### src/rtl/mlp_relu_inference_unit_defines.svh
// Assertion macros for the perceptron RTL.
// No dependencies; included by files that carry concurrent checks.
`ifndef MLP_RELU_INFERENCE_UNIT_DEFINES_SVH
`define MLP_RELU_INFERENCE_UNIT_DEFINES_SVH

// Same-cycle implication, disabled while reset is low.
`define MRI_ASSERT_NOW(lbl, clk, rstn, ante, cons) \
    lbl: assert property (@(posedge clk) disable iff (!rstn) (ante) |-> (cons)) \
        else $error("mri check failed");

// Next-cycle implication, disabled while reset is low.
`define MRI_ASSERT_NEXT(lbl, clk, rstn, ante, cons) \
    lbl: assert property (@(posedge clk) disable iff (!rstn) (ante) |=> (cons)) \
        else $error("mri check failed");

`endif

### src/rtl/mri_pkg.sv
// Package for the perceptron inference unit: beat types, command/status
// structs and fixed-point constants. No dependencies.
`default_nettype none

package mri_pkg;

    localparam int DEF_NUM_INPUTS = 4;
    localparam int DEF_NUM_HIDDEN = 16;
    localparam int FRAC_BITS      = 12;
    localparam int Q_W            = 16;
    localparam int PROD_W         = 2 * Q_W;
    localparam int IDX_W          = 7;
    localparam int NUM_FEATURES   = 4;
    localparam int Q_MAX          = 32767;
    localparam int Q_MIN          = -32768;

    localparam logic OP_LOAD = 1'b0;
    localparam logic OP_EVAL = 1'b1;

    typedef struct packed {
        logic                    op;
        logic [IDX_W-1:0]        param_index;
        logic signed [Q_W-1:0]   param_value;
        logic signed [Q_W-1:0]   feature_0;
        logic signed [Q_W-1:0]   feature_1;
        logic signed [Q_W-1:0]   feature_2;
        logic signed [Q_W-1:0]   feature_3;
    } mri_in_t;

    typedef struct packed {
        logic signed [Q_W-1:0]   net_output;
        logic                    output_saturated;
    } mri_out_t;

    // Controller to datapath
    typedef struct packed {
        logic load;    // write one parameter from the input beat
        logic start;   // latch features of an evaluate beat
        logic issue;   // one multiply-accumulate term enters the pipe
        logic layer;   // 0: hidden layer term, 1: output layer term
        logic first;   // first term of a unit: seed with the bias
        logic last;    // last term of a hidden unit: write activation
        logic emit;    // move the output sum to the result register
    } mri_cmd_t;

    // Datapath to controller
    typedef struct packed {
        logic pipe_busy;
        logic out_free;
    } mri_stat_t;

endpackage

`default_nettype wire

### src/rtl/mri_ctrl.sv
// Sequencer for the perceptron unit: walks hidden and output terms.
// Depends on mri_pkg and mlp_relu_inference_unit_defines.svh.
`default_nettype none
`include "mlp_relu_inference_unit_defines.svh"

module mri_ctrl #(
    parameter int  NUM_INPUTS = mri_pkg::DEF_NUM_INPUTS,
    parameter int  NUM_HIDDEN = mri_pkg::DEF_NUM_HIDDEN,
    localparam int HID_W      = (NUM_HIDDEN > 1) ? $clog2(NUM_HIDDEN) : 1,
    localparam int IN_W       = (NUM_INPUTS > 1) ? $clog2(NUM_INPUTS) : 1,
    localparam int L1_AW      = (NUM_INPUTS * NUM_HIDDEN > 1) ?
                                $clog2(NUM_INPUTS * NUM_HIDDEN) : 1
) (
    input  wire logic                        aclk,
    input  wire logic                        aresetn,
    input  wire logic                        s_valid,
    input  wire logic                        s_op,
    output logic                             s_ready,
    input  wire mri_pkg::mri_stat_t          stat,
    output mri_pkg::mri_cmd_t                cmd,
    output logic [HID_W-1:0]                 cmd_unit,
    output logic [IN_W-1:0]                  cmd_j,
    output logic [L1_AW-1:0]                 cmd_l1_addr
);

    localparam logic [HID_W-1:0] UNIT_LAST = HID_W'(NUM_HIDDEN - 1);
    localparam logic [IN_W-1:0]  J_LAST    = IN_W'(NUM_INPUTS - 1);

    localparam logic [2:0] ST_IDLE   = 3'd0;
    localparam logic [2:0] ST_L1     = 3'd1;
    localparam logic [2:0] ST_DRAIN1 = 3'd2;
    localparam logic [2:0] ST_L2     = 3'd3;
    localparam logic [2:0] ST_DRAIN2 = 3'd4;
    localparam logic [2:0] ST_EMIT   = 3'd5;

    logic [2:0]       state_reg, state_next;
    logic [HID_W-1:0] unit_reg, unit_next;
    logic [IN_W-1:0]  j_reg, j_next;
    logic [L1_AW-1:0] addr_reg, addr_next;

    always_comb begin
        state_next = state_reg;
        unit_next  = unit_reg;
        j_next     = j_reg;
        addr_next  = addr_reg;
        cmd        = '0;
        s_ready    = 1'b0;
        case (state_reg)
            ST_IDLE: begin
                s_ready = 1'b1;
                if (s_valid) begin
                    if (s_op == mri_pkg::OP_LOAD) begin
                        cmd.load = 1'b1;
                    end else begin
                        cmd.start  = 1'b1;
                        unit_next  = '0;
                        j_next     = '0;
                        addr_next  = '0;
                        state_next = ST_L1;
                    end
                end
            end
            ST_L1: begin
                cmd.issue = 1'b1;
                cmd.layer = 1'b0;
                cmd.first = (j_reg == '0);
                cmd.last  = (j_reg == J_LAST);
                addr_next = addr_reg + 1'b1;
                if (j_reg == J_LAST) begin
                    j_next = '0;
                    if (unit_reg == UNIT_LAST) begin
                        unit_next  = '0;
                        state_next = ST_DRAIN1;
                    end else begin
                        unit_next = unit_reg + 1'b1;
                    end
                end else begin
                    j_next = j_reg + 1'b1;
                end
            end
            ST_DRAIN1: begin
                // hidden activations must be written before the output layer reads them
                if (!stat.pipe_busy) begin
                    state_next = ST_L2;
                end
            end
            ST_L2: begin
                cmd.issue = 1'b1;
                cmd.layer = 1'b1;
                cmd.first = (unit_reg == '0);
                if (unit_reg == UNIT_LAST) begin
                    unit_next  = '0;
                    state_next = ST_DRAIN2;
                end else begin
                    unit_next = unit_reg + 1'b1;
                end
            end
            ST_DRAIN2: begin
                if (!stat.pipe_busy) begin
                    state_next = ST_EMIT;
                end
            end
            ST_EMIT: begin
                if (stat.out_free) begin
                    cmd.emit   = 1'b1;
                    state_next = ST_IDLE;
                end
            end
            default: begin
                state_next = ST_IDLE;
            end
        endcase
    end

    assign cmd_unit    = unit_reg;
    assign cmd_j       = j_reg;
    assign cmd_l1_addr = addr_reg;

    always_ff @(posedge aclk) begin
        if (!aresetn) begin
            state_reg <= ST_IDLE;
            unit_reg  <= '0;
            j_reg     <= '0;
            addr_reg  <= '0;
        end else begin
            state_reg <= state_next;
            unit_reg  <= unit_next;
            j_reg     <= j_next;
            addr_reg  <= addr_next;
        end
    end

    `MRI_ASSERT_NOW(a_idle_pipe_empty, aclk, aresetn, s_ready, !stat.pipe_busy)
    `MRI_ASSERT_NOW(a_emit_slot_free, aclk, aresetn, cmd.emit, stat.out_free)
    `MRI_ASSERT_NEXT(a_emit_then_idle, aclk, aresetn, cmd.emit, s_ready)
    `MRI_ASSERT_NOW(a_l2_after_drain, aclk, aresetn, cmd.issue && cmd.layer && cmd.first, !stat.pipe_busy)

endmodule

`default_nettype wire

### src/rtl/mri_datapath.sv
// Datapath for the perceptron unit: parameter stores, shared MAC pipe,
// activation store and result register. Depends on mri_pkg.
`default_nettype none

module mri_datapath #(
    parameter int  NUM_INPUTS = mri_pkg::DEF_NUM_INPUTS,
    parameter int  NUM_HIDDEN = mri_pkg::DEF_NUM_HIDDEN,
    localparam int HID_W      = (NUM_HIDDEN > 1) ? $clog2(NUM_HIDDEN) : 1,
    localparam int IN_W       = (NUM_INPUTS > 1) ? $clog2(NUM_INPUTS) : 1,
    localparam int L1_AW      = (NUM_INPUTS * NUM_HIDDEN > 1) ?
                                $clog2(NUM_INPUTS * NUM_HIDDEN) : 1
) (
    input  wire logic                        aclk,
    input  wire logic                        aresetn,
    input  wire mri_pkg::mri_cmd_t           cmd,
    input  wire logic [HID_W-1:0]            cmd_unit,
    input  wire logic [IN_W-1:0]             cmd_j,
    input  wire logic [L1_AW-1:0]            cmd_l1_addr,
    input  wire mri_pkg::mri_in_t            s_data,
    output mri_pkg::mri_stat_t               stat,
    output logic                             m_valid,
    input  wire logic                        m_ready,
    output mri_pkg::mri_out_t                m_data
);

    localparam int Q_W    = mri_pkg::Q_W;
    localparam int N_L1   = NUM_INPUTS * NUM_HIDDEN;
    localparam int BASE_HB = N_L1;
    localparam int BASE_OW = BASE_HB + NUM_HIDDEN;
    localparam int IDX_OB  = BASE_OW + NUM_HIDDEN;
    localparam int CNT_W   = $clog2(IDX_OB + 1);
    localparam int EXT_W   = ((CNT_W > mri_pkg::IDX_W) ? CNT_W : mri_pkg::IDX_W) + 1;
    localparam int MAXN    = (NUM_HIDDEN > NUM_INPUTS) ? NUM_HIDDEN : NUM_INPUTS;
    localparam int ACC_W   = mri_pkg::PROD_W + $clog2(MAXN + 1);

    localparam logic signed [ACC_W-1:0] SAT_HI = ACC_W'(mri_pkg::Q_MAX);
    localparam logic signed [ACC_W-1:0] SAT_LO = ACC_W'(mri_pkg::Q_MIN);

    // parameter stores
    logic signed [Q_W-1:0] l1_mem  [N_L1];
    logic signed [Q_W-1:0] hb_mem  [NUM_HIDDEN];
    logic signed [Q_W-1:0] ow_mem  [NUM_HIDDEN];
    logic signed [Q_W-1:0] hid_mem [NUM_HIDDEN];
    logic [NUM_HIDDEN-1:0] hb_vld_reg;
    logic signed [Q_W-1:0] ob_reg;
    logic signed [Q_W-1:0] feat_reg [mri_pkg::NUM_FEATURES];

    // load decode
    logic [EXT_W-1:0] idx_ext, hb_off, ow_off;
    logic             wr_l1, wr_hb, wr_ow, wr_ob;

    assign idx_ext = EXT_W'(s_data.param_index);
    assign hb_off  = idx_ext - EXT_W'(BASE_HB);
    assign ow_off  = idx_ext - EXT_W'(BASE_OW);
    assign wr_l1   = cmd.load && (idx_ext < EXT_W'(BASE_HB));
    assign wr_hb   = cmd.load && (idx_ext >= EXT_W'(BASE_HB)) && (idx_ext < EXT_W'(BASE_OW));
    assign wr_ow   = cmd.load && (idx_ext >= EXT_W'(BASE_OW)) && (idx_ext < EXT_W'(IDX_OB));
    assign wr_ob   = cmd.load && (idx_ext == EXT_W'(IDX_OB));

    always_ff @(posedge aclk) begin
        if (wr_l1) begin
            l1_mem[idx_ext[L1_AW-1:0]] <= s_data.param_value;
        end
        if (wr_hb) begin
            hb_mem[hb_off[HID_W-1:0]] <= s_data.param_value;
        end
        if (wr_ow) begin
            ow_mem[ow_off[HID_W-1:0]] <= s_data.param_value;
        end
        if (cmd.start) begin
            feat_reg[0] <= s_data.feature_0;
            feat_reg[1] <= s_data.feature_1;
            feat_reg[2] <= s_data.feature_2;
            feat_reg[3] <= s_data.feature_3;
        end
    end

    always_ff @(posedge aclk) begin
        if (!aresetn) begin
            hb_vld_reg <= '0;
            ob_reg     <= '0;
        end else begin
            if (wr_hb) begin
                hb_vld_reg[hb_off[HID_W-1:0]] <= 1'b1;
            end
            if (wr_ob) begin
                ob_reg <= s_data.param_value;
            end
        end
    end

    // stage 1: store reads
    logic signed [Q_W-1:0] l1_rd_reg, ow_rd_reg, hid_rd_reg, hb_rd_reg;
    logic                  hb_ok_reg;
    logic                  s1_vld_reg, s1_layer_reg, s1_first_reg, s1_last_reg;
    logic [HID_W-1:0]      s1_unit_reg;
    logic [IN_W-1:0]       s1_j_reg;

    always_ff @(posedge aclk) begin
        if (cmd.issue) begin
            l1_rd_reg  <= l1_mem[cmd_l1_addr];
            ow_rd_reg  <= ow_mem[cmd_unit];
            hid_rd_reg <= hid_mem[cmd_unit];
            hb_rd_reg  <= hb_mem[cmd_unit];
            hb_ok_reg  <= hb_vld_reg[cmd_unit];
        end
        s1_layer_reg <= cmd.layer;
        s1_first_reg <= cmd.first;
        s1_last_reg  <= cmd.last;
        s1_unit_reg  <= cmd_unit;
        s1_j_reg     <= cmd_j;
    end

    // stage 2: product
    logic [4:0]                         j_ext;
    logic signed [Q_W-1:0]              feat_sel, op_w, op_x, bias_sel;
    logic signed [mri_pkg::PROD_W-1:0]  s2_prod_reg;
    logic signed [Q_W-1:0]              s2_bias_reg;
    logic                               s2_vld_reg, s2_layer_reg, s2_first_reg, s2_last_reg;
    logic [HID_W-1:0]                   s2_unit_reg;

    assign j_ext    = 5'(s1_j_reg);
    // features past the fourth read as zero
    assign feat_sel = (j_ext < 5'(mri_pkg::NUM_FEATURES)) ? feat_reg[j_ext[1:0]] : '0;
    assign op_w     = s1_layer_reg ? ow_rd_reg : l1_rd_reg;
    assign op_x     = s1_layer_reg ? hid_rd_reg : feat_sel;
    assign bias_sel = s1_layer_reg ? ob_reg : (hb_ok_reg ? hb_rd_reg : '0);

    always_ff @(posedge aclk) begin
        s2_prod_reg  <= op_w * op_x;
        s2_bias_reg  <= bias_sel;
        s2_layer_reg <= s1_layer_reg;
        s2_first_reg <= s1_first_reg;
        s2_last_reg  <= s1_last_reg;
        s2_unit_reg  <= s1_unit_reg;
    end

    // stage 3: accumulate
    logic signed [ACC_W-1:0] acc_reg, acc_next, bias_ext, acc_sh;
    logic                    s3_vld_reg, s3_fin_reg;
    logic [HID_W-1:0]        s3_unit_reg;

    assign bias_ext = ACC_W'(s2_bias_reg);
    assign acc_next = (s2_first_reg ? (bias_ext <<< mri_pkg::FRAC_BITS) : acc_reg)
                      + ACC_W'(s2_prod_reg);

    always_ff @(posedge aclk) begin
        if (s2_vld_reg) begin
            acc_reg <= acc_next;
        end
        s3_unit_reg <= s2_unit_reg;
    end

    always_ff @(posedge aclk) begin
        if (!aresetn) begin
            s1_vld_reg <= 1'b0;
            s2_vld_reg <= 1'b0;
            s3_vld_reg <= 1'b0;
            s3_fin_reg <= 1'b0;
        end else begin
            s1_vld_reg <= cmd.issue;
            s2_vld_reg <= s1_vld_reg;
            s3_vld_reg <= s2_vld_reg;
            s3_fin_reg <= s2_vld_reg && !s2_layer_reg && s2_last_reg;
        end
    end

    // stage 4: ReLU and clip into the activation store
    logic signed [Q_W-1:0] hid_val;

    assign acc_sh = acc_reg >>> mri_pkg::FRAC_BITS;

    always_comb begin
        if (acc_reg[ACC_W-1]) begin
            hid_val = '0;
        end else if (acc_sh > SAT_HI) begin
            hid_val = Q_W'(mri_pkg::Q_MAX);
        end else begin
            hid_val = acc_sh[Q_W-1:0];
        end
    end

    always_ff @(posedge aclk) begin
        if (s3_fin_reg) begin
            hid_mem[s3_unit_reg] <= hid_val;
        end
    end

    // result register
    mri_pkg::mri_out_t out_next;
    logic              m_valid_reg;
    mri_pkg::mri_out_t m_data_reg;

    always_comb begin
        if (acc_sh > SAT_HI) begin
            out_next.net_output       = Q_W'(mri_pkg::Q_MAX);
            out_next.output_saturated = 1'b1;
        end else if (acc_sh < SAT_LO) begin
            out_next.net_output       = Q_W'(mri_pkg::Q_MIN);
            out_next.output_saturated = 1'b1;
        end else begin
            out_next.net_output       = acc_sh[Q_W-1:0];
            out_next.output_saturated = 1'b0;
        end
    end

    always_ff @(posedge aclk) begin
        if (cmd.emit) begin
            m_data_reg <= out_next;
        end
    end

    always_ff @(posedge aclk) begin
        if (!aresetn) begin
            m_valid_reg <= 1'b0;
        end else if (cmd.emit) begin
            m_valid_reg <= 1'b1;
        end else if (m_ready) begin
            m_valid_reg <= 1'b0;
        end
    end

    assign m_valid        = m_valid_reg;
    assign m_data         = m_data_reg;
    assign stat.pipe_busy = s1_vld_reg || s2_vld_reg || s3_vld_reg;
    assign stat.out_free  = !m_valid_reg || m_ready;

endmodule

`default_nettype wire

### src/rtl/mlp_relu_inference_unit.sv
// Top level of the two-layer ReLU perceptron inference unit.
// Depends on mri_pkg, mri_ctrl and mri_datapath.
`default_nettype none

// A load beat (op = 0) writes one weight or bias and is taken as soon as
// it is offered; the next beat can follow at once. An evaluate beat (op = 1)
// runs the hidden-layer terms, a pipe drain, the output-layer terms, a second
// pipe drain and the hand-off into the result register, all through the one
// shared 16x16 multiply-accumulate pipe that handles one product a cycle.
// Input is refused while an evaluation
// runs; the result waits in its own register, so the next beat may be taken
// before it is collected. Hidden and output biases read as zero until loaded;
// loads with an index past the output bias are dropped.
module mlp_relu_inference_unit #(
    parameter int NUM_INPUTS = mri_pkg::DEF_NUM_INPUTS,
    parameter int NUM_HIDDEN = mri_pkg::DEF_NUM_HIDDEN
) (
    input  wire logic                 aclk,
    input  wire logic                 aresetn,
    input  wire logic                 s_valid,
    output logic                      s_ready,
    input  wire mri_pkg::mri_in_t     s_data,
    output logic                      m_valid,
    input  wire logic                 m_ready,
    output mri_pkg::mri_out_t         m_data
);

    localparam int HID_W = (NUM_HIDDEN > 1) ? $clog2(NUM_HIDDEN) : 1;
    localparam int IN_W  = (NUM_INPUTS > 1) ? $clog2(NUM_INPUTS) : 1;
    localparam int L1_AW = (NUM_INPUTS * NUM_HIDDEN > 1) ?
                           $clog2(NUM_INPUTS * NUM_HIDDEN) : 1;

    mri_pkg::mri_cmd_t  cmd;
    mri_pkg::mri_stat_t stat;
    logic [HID_W-1:0]   cmd_unit;
    logic [IN_W-1:0]    cmd_j;
    logic [L1_AW-1:0]   cmd_l1_addr;

    mri_ctrl #(
        .NUM_INPUTS (NUM_INPUTS),
        .NUM_HIDDEN (NUM_HIDDEN)
    ) u_ctrl (
        .aclk        (aclk),
        .aresetn     (aresetn),
        .s_valid     (s_valid),
        .s_op        (s_data.op),
        .s_ready     (s_ready),
        .stat        (stat),
        .cmd         (cmd),
        .cmd_unit    (cmd_unit),
        .cmd_j       (cmd_j),
        .cmd_l1_addr (cmd_l1_addr)
    );

    mri_datapath #(
        .NUM_INPUTS (NUM_INPUTS),
        .NUM_HIDDEN (NUM_HIDDEN)
    ) u_datapath (
        .aclk        (aclk),
        .aresetn     (aresetn),
        .cmd         (cmd),
        .cmd_unit    (cmd_unit),
        .cmd_j       (cmd_j),
        .cmd_l1_addr (cmd_l1_addr),
        .s_data      (s_data),
        .stat        (stat),
        .m_valid     (m_valid),
        .m_ready     (m_ready),
        .m_data      (m_data)
    );

endmodule

`default_nettype wire

### config.mk
export PLATFORM = sky130hd
export DESIGN_NAME = mlp_relu_inference_unit
export DESIGN_NICKNAME = d
export VERILOG_FILES = /design/src/rtl/mri_pkg.sv /design/src/rtl/mri_ctrl.sv /design/src/rtl/mri_datapath.sv /design/src/rtl/mlp_relu_inference_unit.sv
export VERILOG_INCLUDE_DIRS = /design/src /design/src/rtl
export SDC_FILE = /design/constraint.sdc
export NUM_CORES = 2
export LEC_CHECK = 0
export BUFFER_PORTS_ARGS = -buffer_cell sky130_fd_sc_hd__buf_2
export CORE_ASPECT_RATIO = 1.2
export CORE_MARGIN = 2
export CORE_UTILIZATION = 55
export CTS_BUF_LIST = sky130_fd_sc_hd__clkbuf_4
export CTS_CLUSTER_DIAMETER = 150
export DETAILED_ROUTE_END_ITERATION = 10
export PLACE_DENSITY = 0.74
export SYNTH_ARGS = -nofsm -noshare
export SYNTH_HDL_FRONTEND = slang
export SYNTH_SLANG_ARGS = --single-unit
### constraint.sdc
create_clock -name aclk -period 6.9 [get_ports aclk]
set_clock_uncertainty 0.05 [all_clocks]
set_input_delay 1.035 -clock aclk [delete_from_list [all_inputs] [get_ports aclk]]
set_output_delay 1.035 -clock aclk [all_outputs]
set_load 0.05 [all_outputs]
==> flow_summary.toml <==
[critical_path]
slowest_stage = "mux4_2"
reg2reg_slack_ps = 120
cp_max_fo = 7
crit_arrival_ps = 7980
slowest_delay_ps = 540
r2r_end = "u_datapath.s2_prod_reg[30]$_DFF_P_"
required_ps = 8090
critPathKind = "reg2reg"
critPathCaptureType = "flip-flop"
endpoint = "u_datapath.s2_prod_reg[30]$_DFF_P_"
critPathMostFrequentCell = "inv_1"
cp-start-kind = "flip-flop"
r2r_cells = 28

[placed_design]
numPortBuffers = 110
placed_area_um2 = 94600
hpwl_um = 126000
post-place-ws_ps = -143
place_congestion = 0.913

[synth]
synth_edf_count = 1975
synth_top_flop_cell = "edfxtp_1"
synthArstFlopShare = 0
avgSynthCellArea_um2 = 19.1
yosys_register_bits = 2095
synthDistinctLibCells = 71
syn_area_um2 = 90200
synthCells = 4711
yosysWarnings = 0
seq_area_frac_synth = 0.684

[grt]
grt_first_pass_wirelength_um = 301000
track_usage = 0.243
antenna_found_initial = 11
grt_start_max_net_pins = 104
grt_pass1_vias = 49200
grt_overflow = 0

[route]
dr.pass1.iters = 7
ant_nets = 0
routedWlPerCell_um = 25.1
vias = 46400
drc = 0
drt-initial-drc-count = 3851
routed_via_density = 5.87
finalWirelength_um = 198000

[sta]
period_needed_ps = 6780
max_freq_mhz = 147
finalWorstSetupSlack_ps = 119
worst_pin_slew_ps = 1190
rsz0062_at_grt = "true"
finalHoldViolations = 0
fin_crit_sh = 0.983
drv_slew = 0
setup_violations = 0
slew_headroom = 0.204

[clock_network]
cts_tree = "built"
cts_made_buffers = 492
htree_num_levels = 5
numClockSinks = 2095
root_buffer = "clkbuf_4"
clk_latency_ps = 1410
clk_pin_slew_ps = 70
cts_max_path_buffers = 4

[run]
max_cap_violations = 0

[floorplan]
start_util = 0.554
dieWidth_um = 374
die-area_um2 = 167000
die_y_um = 448
io_pins = 111
placementRows = 162
core_area_um2 = 163000

[hold_path]
hold_class = "reg2reg"

[layout]
syn_to_final_growth_pct = 12.5
largest_reg_flops = 1024
layout-drive-gt1-share = 0.312
fill_cells = 11300
final_cell_area_um2 = 102000
nets = 5889

[run_status]
outcome = "complete, no violations"
==> routing by layer <==
metal | wire [um] | GRT usage | up-vias
li1 | - | - | 20000
met1 | 73000 | 0.297 | 24100
met2 | 104000 | 0.421 | 1945
met3 | 14000 | 0.0540 | 385
met4 | 7290 | 0.0977 | 12
met5 | 72 | 0 | -
==> what timing repair did <==
item / in CTS / in global routing
buffers inserted: 0 / 9
hold buffers: 65 / 0
gates cloned: 0 / 1
setup endpoints to repair: 2 / 6
resized for setup: 3 / 26
endpoints found under the hold margin: 70 / 0
pin swaps: 0 / 12
==> cell type report <==
type | count | area [um^2] | area share
Tap cell | 2132 | 2670 | 0.0263
Sequential cell | 2095 | 61700 | 0.608
Inverter | 328 | 1230 | 0.0121
Multi-Input combinational cell | 2096 | 26700 | 0.263
Antenna cell | 10 | 25.0 | 0.000246
Clock inverter | 147 | 762 | 0.00751
Timing Repair Buffer | 398 | 3090 | 0.0305
Clock buffer | 707 | 5310 | 0.0523
==> kinds of logic (layout without fill, tap and decap cells) <==
group           after synthesis  count (layout)  share of synthesized area
fa+ha+maj                   386             386                     0.0754
mux                         685             685                      0.159
simple gates                713             713                     0.0344
xor+xnor                     67              67                    0.00650
flops                      2095            2095                      0.684
buf+inv                     535            1580                     0.0235
compound gates              229             229                     0.0168
other cells                   1              26                  0.0000416
==> how the worst min path moves through the flow <==
stage | start | endpoint | slack (ps) | depth (start not counted)
2_1_floorplan | u_datapath.s1_first_reg$_DFF_P_ | u_datapath.s2_first_reg$_DFF_P_ | 260 | 0
3_3_place_gp | u_datapath.s1_first_reg$_DFF_P_ | u_datapath.s2_first_reg$_DFF_P_ | 260 | 0
3_5_place_dp | u_datapath.s1_unit_reg[1]$_DFF_P_ | u_datapath.s2_unit_reg[1]$_DFF_P_ | 260 | 0
4_1_cts | s_data[48] | u_datapath.feat_reg[0][0]$_DFFE_PP_ | 130 | 2
5_1_grt | s_data[48] | u_datapath.feat_reg[0][0]$_DFFE_PP_ | 130 | 2
6_report | u_datapath.s1_last_reg$_SDFF_PN0_ | u_datapath.s2_last_reg$_DFF_P_ | 260 | 0
==> Yosys cell counts, types with 26 or more instances <==
cell,number,area share
a21o_1,30,0.0025
mux4_2,597,0.15
nand3_1,32,0.0018
fa_1,263,0.058
a21oi_1,64,0.0036
nor2b_1,27,0.0019
nand2_1,152,0.0063
nand2b_1,27,0.0019
edfxtp_1,1975,0.66
buf_1,26,0.0011
ha_1,123,0.017
xnor2_1,47,0.0046
nor2_1,379,0.016
clkbuf_1,140,0.0058
mux2_2,39,0.0049
mux2i_1,49,0.0054
o21ai_0,40,0.0022
dfxtp_1,120,0.027
inv_1,327,0.014
==> worst max-delay path, delay by kind of cell, from the launching register on <==
| kind | cells | cell delay (ps) |
|---|---|---|
| AO/OA/AOI/OAI | 5 | 1290 |
| XOR/XNOR | 1 | 120 |
| adder cells (fa/ha/maj) | 7 | 2810 |
| buffers and inverters | 11 | 1100 |
| flip-flops | 1 | 380 |
| multiplexers | 2 | 730 |
| AND/OR/NAND/NOR | 2 | 220 |
==> cells in the final DEF, fill, tap and decap left out, drive strengths merged, types with 18 or more instances in the layout <==
cell | Yosys | final
clkbuf | 141 | 707
dfxtp | 120 | 120
or2 | 19 | 19
xnor2 | 47 | 47
nor3 | 21 | 21
mux2i | 49 | 49
mux4 | 597 | 597
nor2b | 27 | 27
a21oi | 64 | 64
edfxtp | 1975 | 1975
o21ai | 44 | 44
fa | 263 | 263
dlygate4sd3 | 0 | 65
buf | 66 | 333
inv | 328 | 330
nand4 | 18 | 18
nand2b | 27 | 27
a21o | 30 | 30
nand3 | 32 | 32
clkinv | 0 | 136
mux2 | 39 | 39
nor2 | 379 | 379
xor2 | 20 | 20
nand2 | 152 | 152
ha | 123 | 123
==> per-stage QoR <==
step	setup TNS, ps	std cells	utilization	hold WS, ps
after floorplan	0	4726	-	260
after global placement	0	6974	0.581	260
after detailed placement	-177	6974	0.581	262
after CTS	0	7893	0.622	129
after global routing	-194	7909	0.624	131
final	0	7913	0.624	261
Power is left out: the tool's default activity adds up to more than one toggle a clock period on the data nets, which glitch-free logic cannot reach.
